**src/rtl/assert_macros.svh**
```systemverilog
// Assertion helpers for the frame decoder.
`ifndef ASSERT_MACROS_SVH
`define ASSERT_MACROS_SVH

`ifndef SYNTHESIS

`define RFD_ASSERT(lbl, clk, rst_n, prop) \
    lbl: assert property (@(posedge clk) disable iff (!(rst_n)) (prop)) \
        else $error("assertion failed");

`define RFD_NEVER(lbl, clk, rst_n, expr) \
    lbl: assert property (@(posedge clk) disable iff (!(rst_n)) !(expr)) \
        else $error("forbidden condition seen");

`else

`define RFD_ASSERT(lbl, clk, rst_n, prop)

`define RFD_NEVER(lbl, clk, rst_n, expr)

`endif

`endif

```
**src/rtl/rfd_pkg.sv**
```systemverilog
`timescale 1ns / 1ps

package rfd_pkg;

    localparam int HEADER_BYTES = 32;
    localparam int HDR_IDX_W    = $clog2(HEADER_BYTES);
    localparam int COUNT_W      = 17;
    localparam logic [COUNT_W-1:0] COUNT_MAX = {COUNT_W{1'b1}};

    localparam int QUEUE_DEPTH = 2;
    localparam int QUEUE_PTR_W = $clog2(QUEUE_DEPTH);
    localparam int QUEUE_CNT_W = $clog2(QUEUE_DEPTH + 1);

    localparam int CFG_IDX_W  = 8;
    localparam int CFG_DATA_W = 16;
    localparam logic [CFG_IDX_W-1:0] CFG_MAGIC      = 8'd0;
    localparam logic [CFG_IDX_W-1:0] CFG_VERSION    = 8'd1;
    localparam logic [CFG_IDX_W-1:0] CFG_LIMIT      = 8'd2;
    localparam logic [CFG_IDX_W-1:0] CFG_BIG_ENDIAN = 8'd3;

    localparam int OFS_MAGIC   = 0;
    localparam int OFS_VERSION = 2;
    localparam int OFS_HSIZE   = 3;
    localparam int OFS_KIND    = 4;
    localparam int OFS_FLAGS   = 6;
    localparam int OFS_RECORD  = 8;
    localparam int OFS_SESSION = 12;
    localparam int OFS_STAMP   = 16;
    localparam int OFS_RATE    = 24;
    localparam int OFS_BODY    = 28;
    localparam int OFS_RSVD    = 30;

    typedef logic [HEADER_BYTES-1:0][7:0] t_hdr;

    typedef struct packed {
        logic [7:0] data_byte;
        logic       end_of_message;
    } t_in;

    typedef struct packed {
        logic        frame_ok;
        logic [15:0] record_kind;
        logic [15:0] record_flags;
        logic [31:0] record_number;
        logic [31:0] session_number;
        logic [63:0] tick_stamp;
        logic [31:0] tick_rate;
        logic [15:0] body_length;
    } t_out;

    typedef struct packed {
        t_hdr               hdr;
        logic [COUNT_W-1:0] total;
        logic               overflow;
    } t_frame;

    typedef struct packed {
        logic [15:0] magic_word;
        logic [7:0]  version_byte;
        logic [15:0] payload_limit;
        logic        big_endian;
    } t_cfg;

    typedef struct packed {
        logic valid;
        logic full;
    } t_q_stat;

    function automatic logic [63:0] get_field(input t_hdr hdr, input int pos,
                                              input int len, input logic be);
        logic [63:0]          acc;
        logic [HDR_IDX_W-1:0] idx;
        acc = '0;
        idx = '0;
        for (int i = 0; i < 8; i++) begin
            if (i < len) begin
                idx = be ? HDR_IDX_W'(pos + i) : HDR_IDX_W'(pos + len - 1 - i);
                acc = {acc[55:0], hdr[idx]};
            end
        end
        return acc;
    endfunction

endpackage

```
**src/rtl/rfd_front.sv**
```systemverilog
`timescale 1ns / 1ps

module rfd_front (
    input  logic            i_clk,
    input  logic            i_rst_n,
    input  logic            i_accept,
    input  rfd_pkg::t_in    i_data,
    output logic            o_push,
    output rfd_pkg::t_frame o_frame
);

    logic [rfd_pkg::COUNT_W-1:0] r_count, n_count;
    logic                        r_ovf, n_ovf;
    rfd_pkg::t_hdr               r_hdr, n_hdr;

    always_comb begin
        n_hdr = r_hdr;
        if (r_count < rfd_pkg::COUNT_W'(rfd_pkg::HEADER_BYTES)) begin
            n_hdr[r_count[rfd_pkg::HDR_IDX_W-1:0]] = i_data.data_byte;
        end
        n_ovf   = r_ovf | (r_count == rfd_pkg::COUNT_MAX);
        n_count = (r_count == rfd_pkg::COUNT_MAX) ? r_count
                                                   : r_count + 1'b1;
    end

    assign o_push         = i_accept & i_data.end_of_message;
    assign o_frame.hdr      = n_hdr;
    assign o_frame.total    = n_count;
    assign o_frame.overflow = n_ovf;

    always_ff @(posedge i_clk) begin
        if (!i_rst_n) begin
            r_count <= '0;
            r_ovf   <= 1'b0;
        end else if (i_accept) begin
            if (i_data.end_of_message) begin
                r_count <= '0;
                r_ovf   <= 1'b0;
            end else begin
                r_count <= n_count;
                r_ovf   <= n_ovf;
            end
        end
    end

    always_ff @(posedge i_clk) begin
        if (i_accept) begin
            r_hdr <= n_hdr;
        end
    end

endmodule

```
**src/rtl/rfd_queue.sv**
```systemverilog
`timescale 1ns / 1ps

module rfd_queue (
    input  logic             i_clk,
    input  logic             i_rst_n,
    input  logic             i_push,
    input  rfd_pkg::t_frame  i_frame,
    input  logic             i_pop,
    output rfd_pkg::t_frame  o_frame,
    output rfd_pkg::t_q_stat o_stat
);

    rfd_pkg::t_frame                 r_mem [rfd_pkg::QUEUE_DEPTH];
    logic [rfd_pkg::QUEUE_PTR_W-1:0] r_wr_ptr, r_rd_ptr;
    logic [rfd_pkg::QUEUE_CNT_W-1:0] r_count;

    localparam logic [rfd_pkg::QUEUE_PTR_W-1:0] LastPtr =
        rfd_pkg::QUEUE_PTR_W'(rfd_pkg::QUEUE_DEPTH - 1);

    assign o_frame      = r_mem[r_rd_ptr];
    assign o_stat.valid = (r_count != '0);
    assign o_stat.full  = (r_count == rfd_pkg::QUEUE_CNT_W'(rfd_pkg::QUEUE_DEPTH));

    always_ff @(posedge i_clk) begin
        if (!i_rst_n) begin
            r_wr_ptr <= '0;
            r_rd_ptr <= '0;
            r_count  <= '0;
        end else begin
            if (i_push) begin
                r_wr_ptr <= (r_wr_ptr == LastPtr) ? '0 : r_wr_ptr + 1'b1;
            end
            if (i_pop) begin
                r_rd_ptr <= (r_rd_ptr == LastPtr) ? '0 : r_rd_ptr + 1'b1;
            end
            if (i_push && !i_pop) begin
                r_count <= r_count + 1'b1;
            end else if (!i_push && i_pop) begin
                r_count <= r_count - 1'b1;
            end
        end
    end

    always_ff @(posedge i_clk) begin
        if (i_push) begin
            r_mem[r_wr_ptr] <= i_frame;
        end
    end

endmodule

```
**src/rtl/rfd_back.sv**
```systemverilog
`timescale 1ns / 1ps

module rfd_back (
    input  logic             i_clk,
    input  logic             i_rst_n,
    input  rfd_pkg::t_cfg    i_cfg,
    input  rfd_pkg::t_frame  i_frame,
    input  rfd_pkg::t_q_stat i_q_stat,
    output logic             o_pop,
    input  logic             i_out_stall,
    output logic             o_out_valid,
    output rfd_pkg::t_out    o_out_data
);

    logic          r_valid;
    rfd_pkg::t_out r_out, n_out;
    logic [15:0]   w_magic, w_body, w_rsvd;
    logic          w_ok;

    always_comb begin
        w_magic = 16'(rfd_pkg::get_field(i_frame.hdr, rfd_pkg::OFS_MAGIC, 2,
                                         i_cfg.big_endian));
        w_body  = 16'(rfd_pkg::get_field(i_frame.hdr, rfd_pkg::OFS_BODY, 2,
                                         i_cfg.big_endian));
        w_rsvd  = 16'(rfd_pkg::get_field(i_frame.hdr, rfd_pkg::OFS_RSVD, 2,
                                         i_cfg.big_endian));
        w_ok = !i_frame.overflow
            && (i_frame.total >= rfd_pkg::COUNT_W'(rfd_pkg::HEADER_BYTES))
            && (w_magic == i_cfg.magic_word)
            && (i_frame.hdr[rfd_pkg::OFS_VERSION] == i_cfg.version_byte)
            && (i_frame.hdr[rfd_pkg::OFS_HSIZE] == 8'(rfd_pkg::HEADER_BYTES))
            && (w_body <= i_cfg.payload_limit)
            && (w_rsvd == 16'd0)
            && (i_frame.total == rfd_pkg::COUNT_W'(rfd_pkg::HEADER_BYTES)
                                 + rfd_pkg::COUNT_W'(w_body));
        n_out = '0;
        if (w_ok) begin
            n_out.frame_ok       = 1'b1;
            n_out.record_kind    = 16'(rfd_pkg::get_field(i_frame.hdr,
                                       rfd_pkg::OFS_KIND, 2, i_cfg.big_endian));
            n_out.record_flags   = 16'(rfd_pkg::get_field(i_frame.hdr,
                                       rfd_pkg::OFS_FLAGS, 2, i_cfg.big_endian));
            n_out.record_number  = 32'(rfd_pkg::get_field(i_frame.hdr,
                                       rfd_pkg::OFS_RECORD, 4, i_cfg.big_endian));
            n_out.session_number = 32'(rfd_pkg::get_field(i_frame.hdr,
                                       rfd_pkg::OFS_SESSION, 4, i_cfg.big_endian));
            n_out.tick_stamp     = rfd_pkg::get_field(i_frame.hdr,
                                       rfd_pkg::OFS_STAMP, 8, i_cfg.big_endian);
            n_out.tick_rate      = 32'(rfd_pkg::get_field(i_frame.hdr,
                                       rfd_pkg::OFS_RATE, 4, i_cfg.big_endian));
            n_out.body_length    = w_body;
        end
    end

    assign o_pop       = i_q_stat.valid && (!r_valid || !i_out_stall);
    assign o_out_valid = r_valid;
    assign o_out_data  = r_out;

    always_ff @(posedge i_clk) begin
        if (!i_rst_n) begin
            r_valid <= 1'b0;
        end else if (o_pop) begin
            r_valid <= 1'b1;
        end else if (!i_out_stall) begin
            r_valid <= 1'b0;
        end
    end

    always_ff @(posedge i_clk) begin
        if (o_pop) begin
            r_out <= n_out;
        end
    end

endmodule

```
**src/rtl/record_frame_decoder.sv**
```systemverilog
`timescale 1ns / 1ps
// A frame is queued at the edge that accepts its final byte, then popped into the output register (result valid).
// Throughput: one byte per cycle unless stalled; a result may follow every cycle (2-deep frame queue).
// Input stalls only while the frame queue is full; config writes always ready.
// Reset (synchronous, active low) clears counts, queue and output valid, and resets config (limit to 0xFFFF);
// header bytes stay undefined until written.
`include "assert_macros.svh"

module record_frame_decoder (
    input  logic                             i_clk,
    input  logic                             i_rst_n,
    input  logic                             i_in_valid,
    input  rfd_pkg::t_in                     i_in_data,
    output logic                             o_in_stall,
    output logic                             o_out_valid,
    output rfd_pkg::t_out                    o_out_data,
    input  logic                             i_out_stall,
    input  logic                             i_cfg_valid,
    output logic                             o_cfg_ready,
    input  logic [rfd_pkg::CFG_IDX_W-1:0]    i_cfg_index,
    input  logic [rfd_pkg::CFG_DATA_W-1:0]   i_cfg_data
);

    rfd_pkg::t_cfg    r_cfg;
    rfd_pkg::t_frame  w_push_frame, w_head_frame;
    rfd_pkg::t_q_stat w_q_stat;
    logic             w_accept, w_push, w_pop;

    assign o_cfg_ready = 1'b1;
    assign o_in_stall  = w_q_stat.full;
    assign w_accept    = i_in_valid && !o_in_stall;

    always_ff @(posedge i_clk) begin
        if (!i_rst_n) begin
            r_cfg.magic_word    <= '0;
            r_cfg.version_byte  <= '0;
            r_cfg.payload_limit <= 16'hFFFF;
            r_cfg.big_endian    <= 1'b0;
        end else if (i_cfg_valid && o_cfg_ready) begin
            unique case (i_cfg_index)
                rfd_pkg::CFG_MAGIC:      r_cfg.magic_word    <= i_cfg_data;
                rfd_pkg::CFG_VERSION:    r_cfg.version_byte  <= i_cfg_data[7:0];
                rfd_pkg::CFG_LIMIT:      r_cfg.payload_limit <= i_cfg_data;
                rfd_pkg::CFG_BIG_ENDIAN: r_cfg.big_endian    <= i_cfg_data[0];
                default: ;
            endcase
        end
    end

    rfd_front u_front (
        .i_clk   (i_clk),
        .i_rst_n (i_rst_n),
        .i_accept(w_accept),
        .i_data  (i_in_data),
        .o_push  (w_push),
        .o_frame (w_push_frame)
    );

    rfd_queue u_queue (
        .i_clk  (i_clk),
        .i_rst_n(i_rst_n),
        .i_push (w_push),
        .i_frame(w_push_frame),
        .i_pop  (w_pop),
        .o_frame(w_head_frame),
        .o_stat (w_q_stat)
    );

    rfd_back u_back (
        .i_clk      (i_clk),
        .i_rst_n    (i_rst_n),
        .i_cfg      (r_cfg),
        .i_frame    (w_head_frame),
        .i_q_stat   (w_q_stat),
        .o_pop      (w_pop),
        .i_out_stall(i_out_stall),
        .o_out_valid(o_out_valid),
        .o_out_data (o_out_data)
    );

    `RFD_NEVER(a_push_when_full, i_clk, i_rst_n, w_push && w_q_stat.full)
    `RFD_NEVER(a_pop_when_empty, i_clk, i_rst_n, w_pop && !w_q_stat.valid)
    `RFD_ASSERT(a_fail_zeroed, i_clk, i_rst_n,
                (o_out_valid && !o_out_data.frame_ok) |->
                (o_out_data.body_length == 16'd0 && o_out_data.tick_stamp == 64'd0))
    `RFD_ASSERT(a_pop_fills_out, i_clk, i_rst_n, w_pop |=> o_out_valid)

endmodule
```
**config.mk**
```make
export PLATFORM = sky130hd
export DESIGN_NAME = record_frame_decoder
export DESIGN_NICKNAME = d
export VERILOG_FILES = /design/src/rtl/rfd_pkg.sv /design/src/rtl/rfd_front.sv /design/src/rtl/rfd_queue.sv /design/src/rtl/rfd_back.sv /design/src/rtl/record_frame_decoder.sv
export VERILOG_INCLUDE_DIRS = /design/src /design/src/rtl
export SDC_FILE = /design/constraint.sdc
export NUM_CORES = 1
export LEC_CHECK = 0
export BUFFER_PORTS_ARGS = -buffer_cell sky130_fd_sc_hd__buf_4
export CAP_MARGIN = 5
export CORE_ASPECT_RATIO = 2
export CORE_MARGIN = 5
export CORE_UTILIZATION = 60
export DETAILED_ROUTE_END_ITERATION = 7
export PLACE_DENSITY = 0.78
export SYNTH_ARGS = -nofsm -noshare
export SYNTH_HDL_FRONTEND = slang
export SYNTH_SLANG_ARGS = --single-unit
export TNS_END_PERCENT = 30
```
**constraint.sdc**
```tcl
create_clock -name i_clk -period 26.9 [get_ports i_clk]
set_clock_uncertainty 0.1 [all_clocks]
set_input_delay 6.725 -clock i_clk [delete_from_list [all_inputs] [get_ports i_clk]]
set_output_delay 6.725 -clock i_clk [all_outputs]
set_load 0.02 [all_outputs]
```
---- Yosys cells after proc, flatten, opt, wreduce, memory -nomap -nowiden ----
Memories as Yosys holds them, arrays and structs flattened. A register that Yosys moved wholly into a read port is not among the register bits.
Cells that the tools add are included.
W data, S select, Z words.
storage, ports and cells
  input port bits ......................... 38
  memories ................................ 1
  word-level logic and storage cells ...... 239
  bits in registers ....................... 529
  memory bits (writable) .................. 548
memories
  memory         words  bits a word  read ports  clocked after Yosys merged registers in  write ports  RTL line         source
  u_queue.r_mem  2      274          1           1                                        1            rfd_queue.sv:13  rfd_pkg::t_frame r_mem [rfd_pkg::QUEUE_DEPTH];
operators by class
  equality and inequality tests ........... 10
  reductions and logical operators ........ 27
  bitwise operators ....................... 2
  multiplexer cells ....................... 108
  add/sub/neg operators ................... 6
  $lt $le $gt $ge ......................... 35
operators with widths
  cell                     number
  $bmux W8 S5              30
  $bwmux W256              1
  $mux W256                1
  $mux W8                  31
  $mux W209                1
  $lt A5 B6 Y1 const B     31
  $demux W8 S5             1
  $mux W17                 2
  $mux W2                  14
  $mux W3                  8
  $mux W1                  19
  $add A17 B1 Y17 const B  1
  $add A6 B16 Y17 const A  1
  $eq A17 B17 Y1           1
  $eq A17 B17 Y1 const B   1
  $ge A17 B6 Y1 const B    1
  $lt A17 B6 Y1 const B    1
  $eq A16 B16 Y1           1
  $eq A8 B2 Y1 const B     2
  $le A16 B16 Y1           1
  $logic_not A16 Y1        1
  $logic_and A1 B1 Y1      12
  $eq A8 B1 Y1 const B     1
  $eq A8 B6 Y1 const B     1
  other kinds (14)         24

---- Longest topological paths before layout ----
Gate-level depths: netlist (run 1).
  word-level depth ........................ 11
  mapped depth ............................ 16
  gate-level depth less buffers ........... 10

---- Modules after synthesis ----
A second synthesis (run 1) with hierarchy kept.
second synthesis, totals
  cell total of the unflattened synthesis .. 2717
  area total of the unflattened synthesis .. 46210.6 um2
modules (own cells, without submodules)
  module                instances  cells an instance  sequential area each (um2)  area an instance (um2)
  rfd_queue             1          874                16555.9                     20091.8
  rfd_front             1          753                8047.7                      12468.2
  rfd_back              1          913                6296.0                      11887.7
  record_frame_decoder  1          177                820.8                       1762.9

---- Worst setup path before layout (run 1) ----
Ideal clock, no wire load.
  path type ............................... input-to-reg
  from .................................... input port i_in_valid
  to ...................................... memory u_queue.r_mem[1][0] (netlist name), enable pin
  arrival time ............................ 20316 ps
  slack ................................... 5813 ps
  stages .................................. 4
  path through ............................ nand2_1 -> inv_1 -> clkbuf_1 -> and3_1
on the way
  longest elaborated chain between the ends .. 4
RTL lines
  item                           RTL line                    source
  start: declaration             record_frame_decoder.sv:12  input logic i_in_valid,
  $logic_and A1 B1 Y1            record_frame_decoder.sv:31  assign w_accept = i_in_valid && !o_in_stall;
  via u_front.i_accept           rfd_front.sv:6              input logic i_accept,
  $and A1 B1 Y1                  rfd_front.sv:26             assign o_push = i_accept & i_data.end_of_message;
  $mux W1                        rfd_queue.sv:45             if (i_push) begin
  $mux W1 (not written as such)  rfd_queue.sv:46             r_mem[r_wr_ptr] <= i_frame;
  end: declaration               rfd_queue.sv:13
The timed path passes the listed nets, and every way through them passes these cells.

---- Final worst setup path (run 1) ----
  from .................................... input port i_in_valid
  to ...................................... memory u_queue.r_mem[0][84] (netlist name), enable pin
on the way
  longest elaborated chain between the ends .. 4
RTL lines
  item                           RTL line
  $logic_and A1 B1 Y1            record_frame_decoder.sv:31
  $and A1 B1 Y1                  rfd_front.sv:26
  $mux W1                        rfd_queue.sv:45
  $mux W1 (not written as such)  rfd_queue.sv:46
Every way passes these cells.

==> flow_summary.yaml, run 1 <==
route:
  wl_mm: 104
  drtAntennaViolNets: 0
  drcViolationCount: 0
  drtIter0Drc: 2069
  num_vias: 25100
  drt_first_pass_iters: 6
  wl_per_cell_um: 26.3
  viasPerCell: 6.33
timing:
  max_freq_ghz: 0.0942
  tightest_slew_ns: 1.20
  setup_viol: 0
  fin_crit_sh: 0.395
  setup-tns-final_ns: 0
  min_period_ns: 10.62
  rsz0062_at_grt: "false"
  finalMaxSlewViolations: 0
  hold_slack_ns: 0.397
  hold_viol_final: 0
  relSlewSlack: 0.202
layout:
  utilization: 0.675
  drive_above_1_share: 0.344
  area_growth_pct: 12.0
  final_area_mm2: 0.0518
  layout.nets: 2932
clock_tree:
  postCtsHoldBufs: 0
  cts_sinks: 1078
  htree_levels: 3
  cts_made_buffers: 88
  postCtsResizedCells: 0
  tritoncts: "done"
  cts_root_buffer: "clkbuf_16"
  post_cts_buffers: 0
  clk_pin_slew_ns: 0.06
  cts_buffer_depth: 3
  worstSkewPairLatency_ns: 0.70
logic_synthesis:
  yosysSeqAreaShare: 0.686
  syn_area_mm2: 0.0463
  syn_nets: 2745
  ys_types: 62
  ys_ff_latch: 1078
  synthTopCellsByArea: "edfxtp_1, mux4_2, mux2_2, dfxtp_1, nor3_2"
  post-synth-top-area-cell: "edfxtp_1"
  synth-async-reset-ratio: 0
  yosys_warnings: 0
  syn_area_per_cell_um2: 17.2
  synthTopCellsByCount: "edfxtp_1, mux2_2, nand2_1"
  synth_top_area_frac: 0.657
  synth_cells: 2685
  yosysMostFrequentCell: "edfxtp_1"
  synth_edf_count: 1013
  yosys_most_used_dff: "edfxtp_1"
worst_setup_path:
  cp_max_fo: 122
  cp_top_family: "buffers and inverters"
  r2r_slack_ns: 20.74
  cp-end-kind: "flop"
  crit_required_ns: 27.09
  crit_chain: "buf_4 > nand2_1 > inv_8 > nand2_1 > nor2_4 > buf_4 > buf_4 > buf_4"
  reg2reg_depth: 11
  crit_path_end: "u_queue.r_mem[0][84]$_DFFE_PP_"
  path_class: "input port to flop"
  cpMostUsedCell: "buf_4"
  startpoint: "i_in_valid"
  arrival_ns: 10.81
  cp-start-kind: "input port"
  slowest_delay_ns: 0.95
  worstPathBufferInverterCount: 5
  r2r-end: "u_back.o_out_data[127]$_SDFFCE_PN0P_"
  slowest_stage: "buf_4"
  cp.depth: 8
die:
  dieArea_mm2: 0.0831
  fp.dieH_um: 403
  num_rows: 144
  core_area_mm2: 0.0768
  ios: 250
  die_x_um: 206
  initial_utilization: 0.603
hold_path:
  min-delay-start: "u_front.r_ovf$_SDFFE_PN0P_"
  min_path_type: "flop to flop"
outcome:
  outcome: "finished, final reports clean"
global_routing:
  grtUsageTotal: 0.252
  grt_pass1_vias: 26200
  grt_pass1_wl_mm: 159
  grt_overflow: 0
  antenna_found_initial: 1
  grt_max_degree: 158
place:
  dpl_cell_area_mm2: 0.0489
  io_buffers: 248
  place_hpwl_mm: 65.5
  place.gp.congestion: 0.874
power_and_ir_drop:
  total_leakage_power_nw: 14.2
  power_density_mw_per_mm2: 83.8
  finalPower_mw: 4.34
  vdd_ir_drop_max_v: 0.000119
run:
  maxCapViolCount: 0
[area by class of cell]
cell class	instances	area, um^2
antenna	1	2.50
clock buffer	101	2280
clock inverter	61	662
fill	5139	24900
inverter	26	113
multi-input combinational	1400	13600
sequential	1078	31700
tap	1022	1280
timing repair buffer	278	2110
[routing by layer]
| layer | track usage | share of wire | vias up |
|---|---|---|---|
| li1 | - | - | 10900 |
| met1 | 0.309 | 0.35 | 12900 |
| met2 | 0.443 | 0.54 | 1095 |
| met3 | 0.0390 | 0.064 | 209 |
| met4 | 0.112 | 0.044 | 2 |
| met5 | 0 | 0.00036 | - |
[worst register-to-register path, delay by kind of cell (launching register included)]
family,cells,cell delay [ns]
buffers and inverters,3,1.72
and+or+nand+nor,2,0.98
AOI/OAI and AO/OA,2,0.88
DFF,1,0.85
muxes,1,0.76
xor gates and xnor gates,2,0.38
adders and majority gates,1,0.32
[logic make-up after synthesis]
family,share of synthesized area
XOR/XNOR,0.00946
AO/OA/AOI/OAI,0.0162
AND/OR/NAND/NOR,0.0818
adder cells (fa/ha/maj),0.00595
other,0.0000810
flip-flops,0.686
buffers and inverters,0.0209
multiplexers,0.180
[placed cells by master (no fill, tap or decap), types with 16 or more instances in the layout]
master	n
xnor2_1	31
nor2_1	63
inv_1	24
edfxtp_1	1013
o211ai_1	17
nor3_1	122
mux4_2	216
mux2_2	262
nor4_1	16
clkbuf_16	89
nand2_1	255
nor2b_1	37
buf_4	275
nor3_2	100
mux2i_1	51
o21ai_0	23
xor2_1	19
dfxtp_1	63
ha_1	22
a21oi_1	18
[where the power goes]
part | leakage, nW | switching [mW] | internal, mW
registers | 8.29 | 0.0795 | 2.10
clock network | 1.41 | 0.610 | 0.703
logic | 4.53 | 0.546 | 0.307
[flip-flops by register name (all words and copies together), names as in the netlist, named ones only]
| signal | flops |
|---|---|
| u_front.r_ovf | 1 |
| u_front.r_count | 17 |
| u_queue.r_rd_ptr | 1 |
| u_front.r_hdr | 256 |
| u_queue.r_mem | 548 |
| u_back.o_out_valid | 1 |
| u_back.o_out_data | 209 |
| u_queue.r_wr_ptr | 1 |
| r_cfg | 41 |
| u_queue.r_count | 2 |
[worst min path at each step]
stage | to | slack, ns | depth (start not counted)
finish | u_front.r_ovf$_SDFFE_PN0P_ | 0.40 | 2
global route | u_front.r_ovf$_SDFFE_PN0P_ | 0.41 | 2
CTS | u_front.r_ovf$_SDFFE_PN0P_ | 0.37 | 2
detailed placement | u_front.r_ovf$_SDFFE_PN0P_ | 0.36 | 2
global placement | u_front.r_ovf$_SDFFE_PN0P_ | 0.34 | 2
floorplan | u_front.r_ovf$_SDFFE_PN0P_ | 0.33 | 2
[metrics by stage]
stage | setup WS (ns) | std cells
after detailed placement | 15.47 | 3803
after CTS | 16.21 | 3965
after global placement | 15.68 | 3803
final | 16.28 | 3967
after floorplan | 5.81 | 2685
after global routing | 16.00 | 3966
Note: power is estimated with default switching activity, not from simulation.
==> run 2: changes to the inputs <==
==> constraint.sdc (replaced) <==
create_clock -name i_clk -period 10.1 [get_ports i_clk]
set_clock_uncertainty 0.1 [all_clocks]
set_input_delay 2.525 -clock i_clk [delete_from_list [all_inputs] [get_ports i_clk]]
set_output_delay 2.525 -clock i_clk [all_outputs]
set_load 0.02 [all_outputs]
==> flow_summary.yaml, run 2 (synthesis gave the netlist of run 1 again) <==
layout:
  regMostFlops: "u_queue.r_mem"
  fin_cells: 3959
  multi_input_area_mm2: 0.0136
  drive_above_1_share: 0.338
  seqCellArea_mm2: 0.0317
  layout.nets: 2929
  final_cell_mix: "edfxtp_1, buf_4, mux2_2"
  nFillCells: 5152
  final_common_cell: "edfxtp_1"
  antenna_cells: 0
  area_growth_pct: 11.7
  largest_reg_flops: 548
global_routing:
  grt_overflow: 0
  grt_pass1_wl_mm: 162
  grtUsageTotal: 0.260
  grt_max_degree: 171
  grt_pass1_vias: 26000
  antenna_found_initial: 0
die:
  initial_utilization: 0.603
  core_area_mm2: 0.0768
  dieArea_mm2: 0.0831
  die_x_um: 206
  fp.dieH_um: 403
  num_rows: 144
  ios: 250
timing:
  hold_viol_final: 0
  setup_viol: 0
  tightest_slew_ns: 1.23
  rsz0062_at_grt: "false"
  hold_slack_ns: 0.395
  finalMaxSlewViolations: 0
  relSlewSlack: 0.177
  fin_crit_sh: 0.596
  min_period_ns: 6.02
  setup-tns-final_ns: 0
  setup_ws_ns: 4.09
  max_freq_ghz: 0.166
power_and_ir_drop:
  power_density_mw_per_mm2: 222
  vdd_ir_drop_max_v: 0.000236
  finalPower_mw: 11.5
  total_leakage_power_nw: 14.2
route:
  num_vias: 25200
  drtAntennaViolNets: 0
  wl_mm: 108
  drt_first_pass_iters: 6
  wl_per_cell_um: 27.2
  drcViolationCount: 0
  viasPerCell: 6.38
  drtIter0Drc: 2087
clock_tree:
  tritoncts: "done"
  post_cts_buffers: 0
  worstSkewPairLatency_ns: 0.69
  cts_buffer_depth: 3
  cts_root_buffer: "clkbuf_16"
  clk_pin_slew_ns: 0.07
  postCtsHoldBufs: 0
  postCtsResizedCells: 0
  cts_made_buffers: 89
  htree_levels: 3
  cts_sinks: 1078
worst_setup_path:
  path_class: "flop to flop"
  arrival_ns: 6.40
  cp_max_fo: 85
  crit_required_ns: 10.49
  r2r-end: "u_back.o_out_data[118]$_SDFFCE_PN0P_"
  cp-start-kind: "flop"
  reg2reg_depth: 10
  r2r_slack_ns: 4.09
  cp-end-kind: "flop"
hold_path:
  hold_path_depth: 2
  min-delay-start: "u_back.o_out_valid$_SDFFE_PN0P_"
  min_path_type: "flop to flop"
  whs_endpoint: "u_back.o_out_valid$_SDFFE_PN0P_"
place:
  pre_cts_ws_ns: 3.83
  io_buffers: 248
  place_hpwl_mm: 68.5
  dp.cells: 3800
  place.gp.congestion: 0.868
outcome:
  outcome: "finished, final reports clean"
run:
  maxCapViolCount: 0
[run 2: changes by cell type in the layout (fill, tap and decap cells not counted), sizes merged]
cell      before  now
diode          1    0
bufinv         8    4
clkinvlp      10    5
clkbuf       101  109
buf          278  274
clkinv        27   36
inv           42   31
[run 2: layout make-up]
type / count / area share
Clock inverter: 50 / 0.00782
Timing Repair Buffer: 274 / 0.0410
Multi-Input combinational cell: 1400 / 0.264
Tap cell: 1022 / 0.0247
Sequential cell: 1078 / 0.614
Inverter: 26 / 0.00218
Clock buffer: 109 / 0.0462
[run 2: worst max-delay path by stage]
stage,start,to,depth (start not counted)
4_1_cts,flop,u_back.o_out_data[118]$_SDFFCE_PN0P_,10
6_report,flop,u_back.o_out_data[118]$_SDFFCE_PN0P_,10
5_1_grt,flop,u_back.o_out_data[118]$_SDFFCE_PN0P_,10
2_1_floorplan,i_in_valid,u_queue.r_mem[1][0]$_DFFE_PP_,4
3_3_place_gp,i_in_valid,u_queue.r_mem[0][117]$_DFFE_PP_,7
3_5_place_dp,i_in_valid,u_queue.r_mem[0][117]$_DFFE_PP_,7
[run 2: power breakdown]
part / switching (mW) / total (mW) / internal, mW / leakage [nW]
clock: 1.57 / 3.36 / 1.79 / 1.35
combinational: 1.47 / 2.29 / 0.822 / 4.52
sequential: 0.217 / 5.80 / 5.58 / 8.29
total: 3.25 / 11.5 / 8.20 / 14.2
[run 2: metrics by stage]
stage / cell area [um^2] / utilization
after floorplan: 46300 / -
after global placement: 48900 / 0.637
after detailed placement: 48900 / 0.637
after CTS: 51700 / 0.673
after global routing: 51700 / 0.673
final: 51700 / 0.673
[run 2: per-layer routing]
layer	part of all wire	global-route usage	up-vias
met5	0	0	-
met4	0.046	0.114	0
met3	0.056	0.0335	222
met2	0.55	0.467	1048
met1	0.35	0.313	13100
li1	-	-	10900
[run 2: worst max-delay path, cell delays in order, from the launching register on]
cell and delay [ns]:
dfxtp_4 0.94, buf_4 0.76, buf_4 0.73, mux4_2 0.61, xnor2_1 0.15, nand4_1 0.09, a2111oi_0 0.45, nand4_1 0.24
a221o_4 0.66, buf_4 0.48, nor3_1 0.41
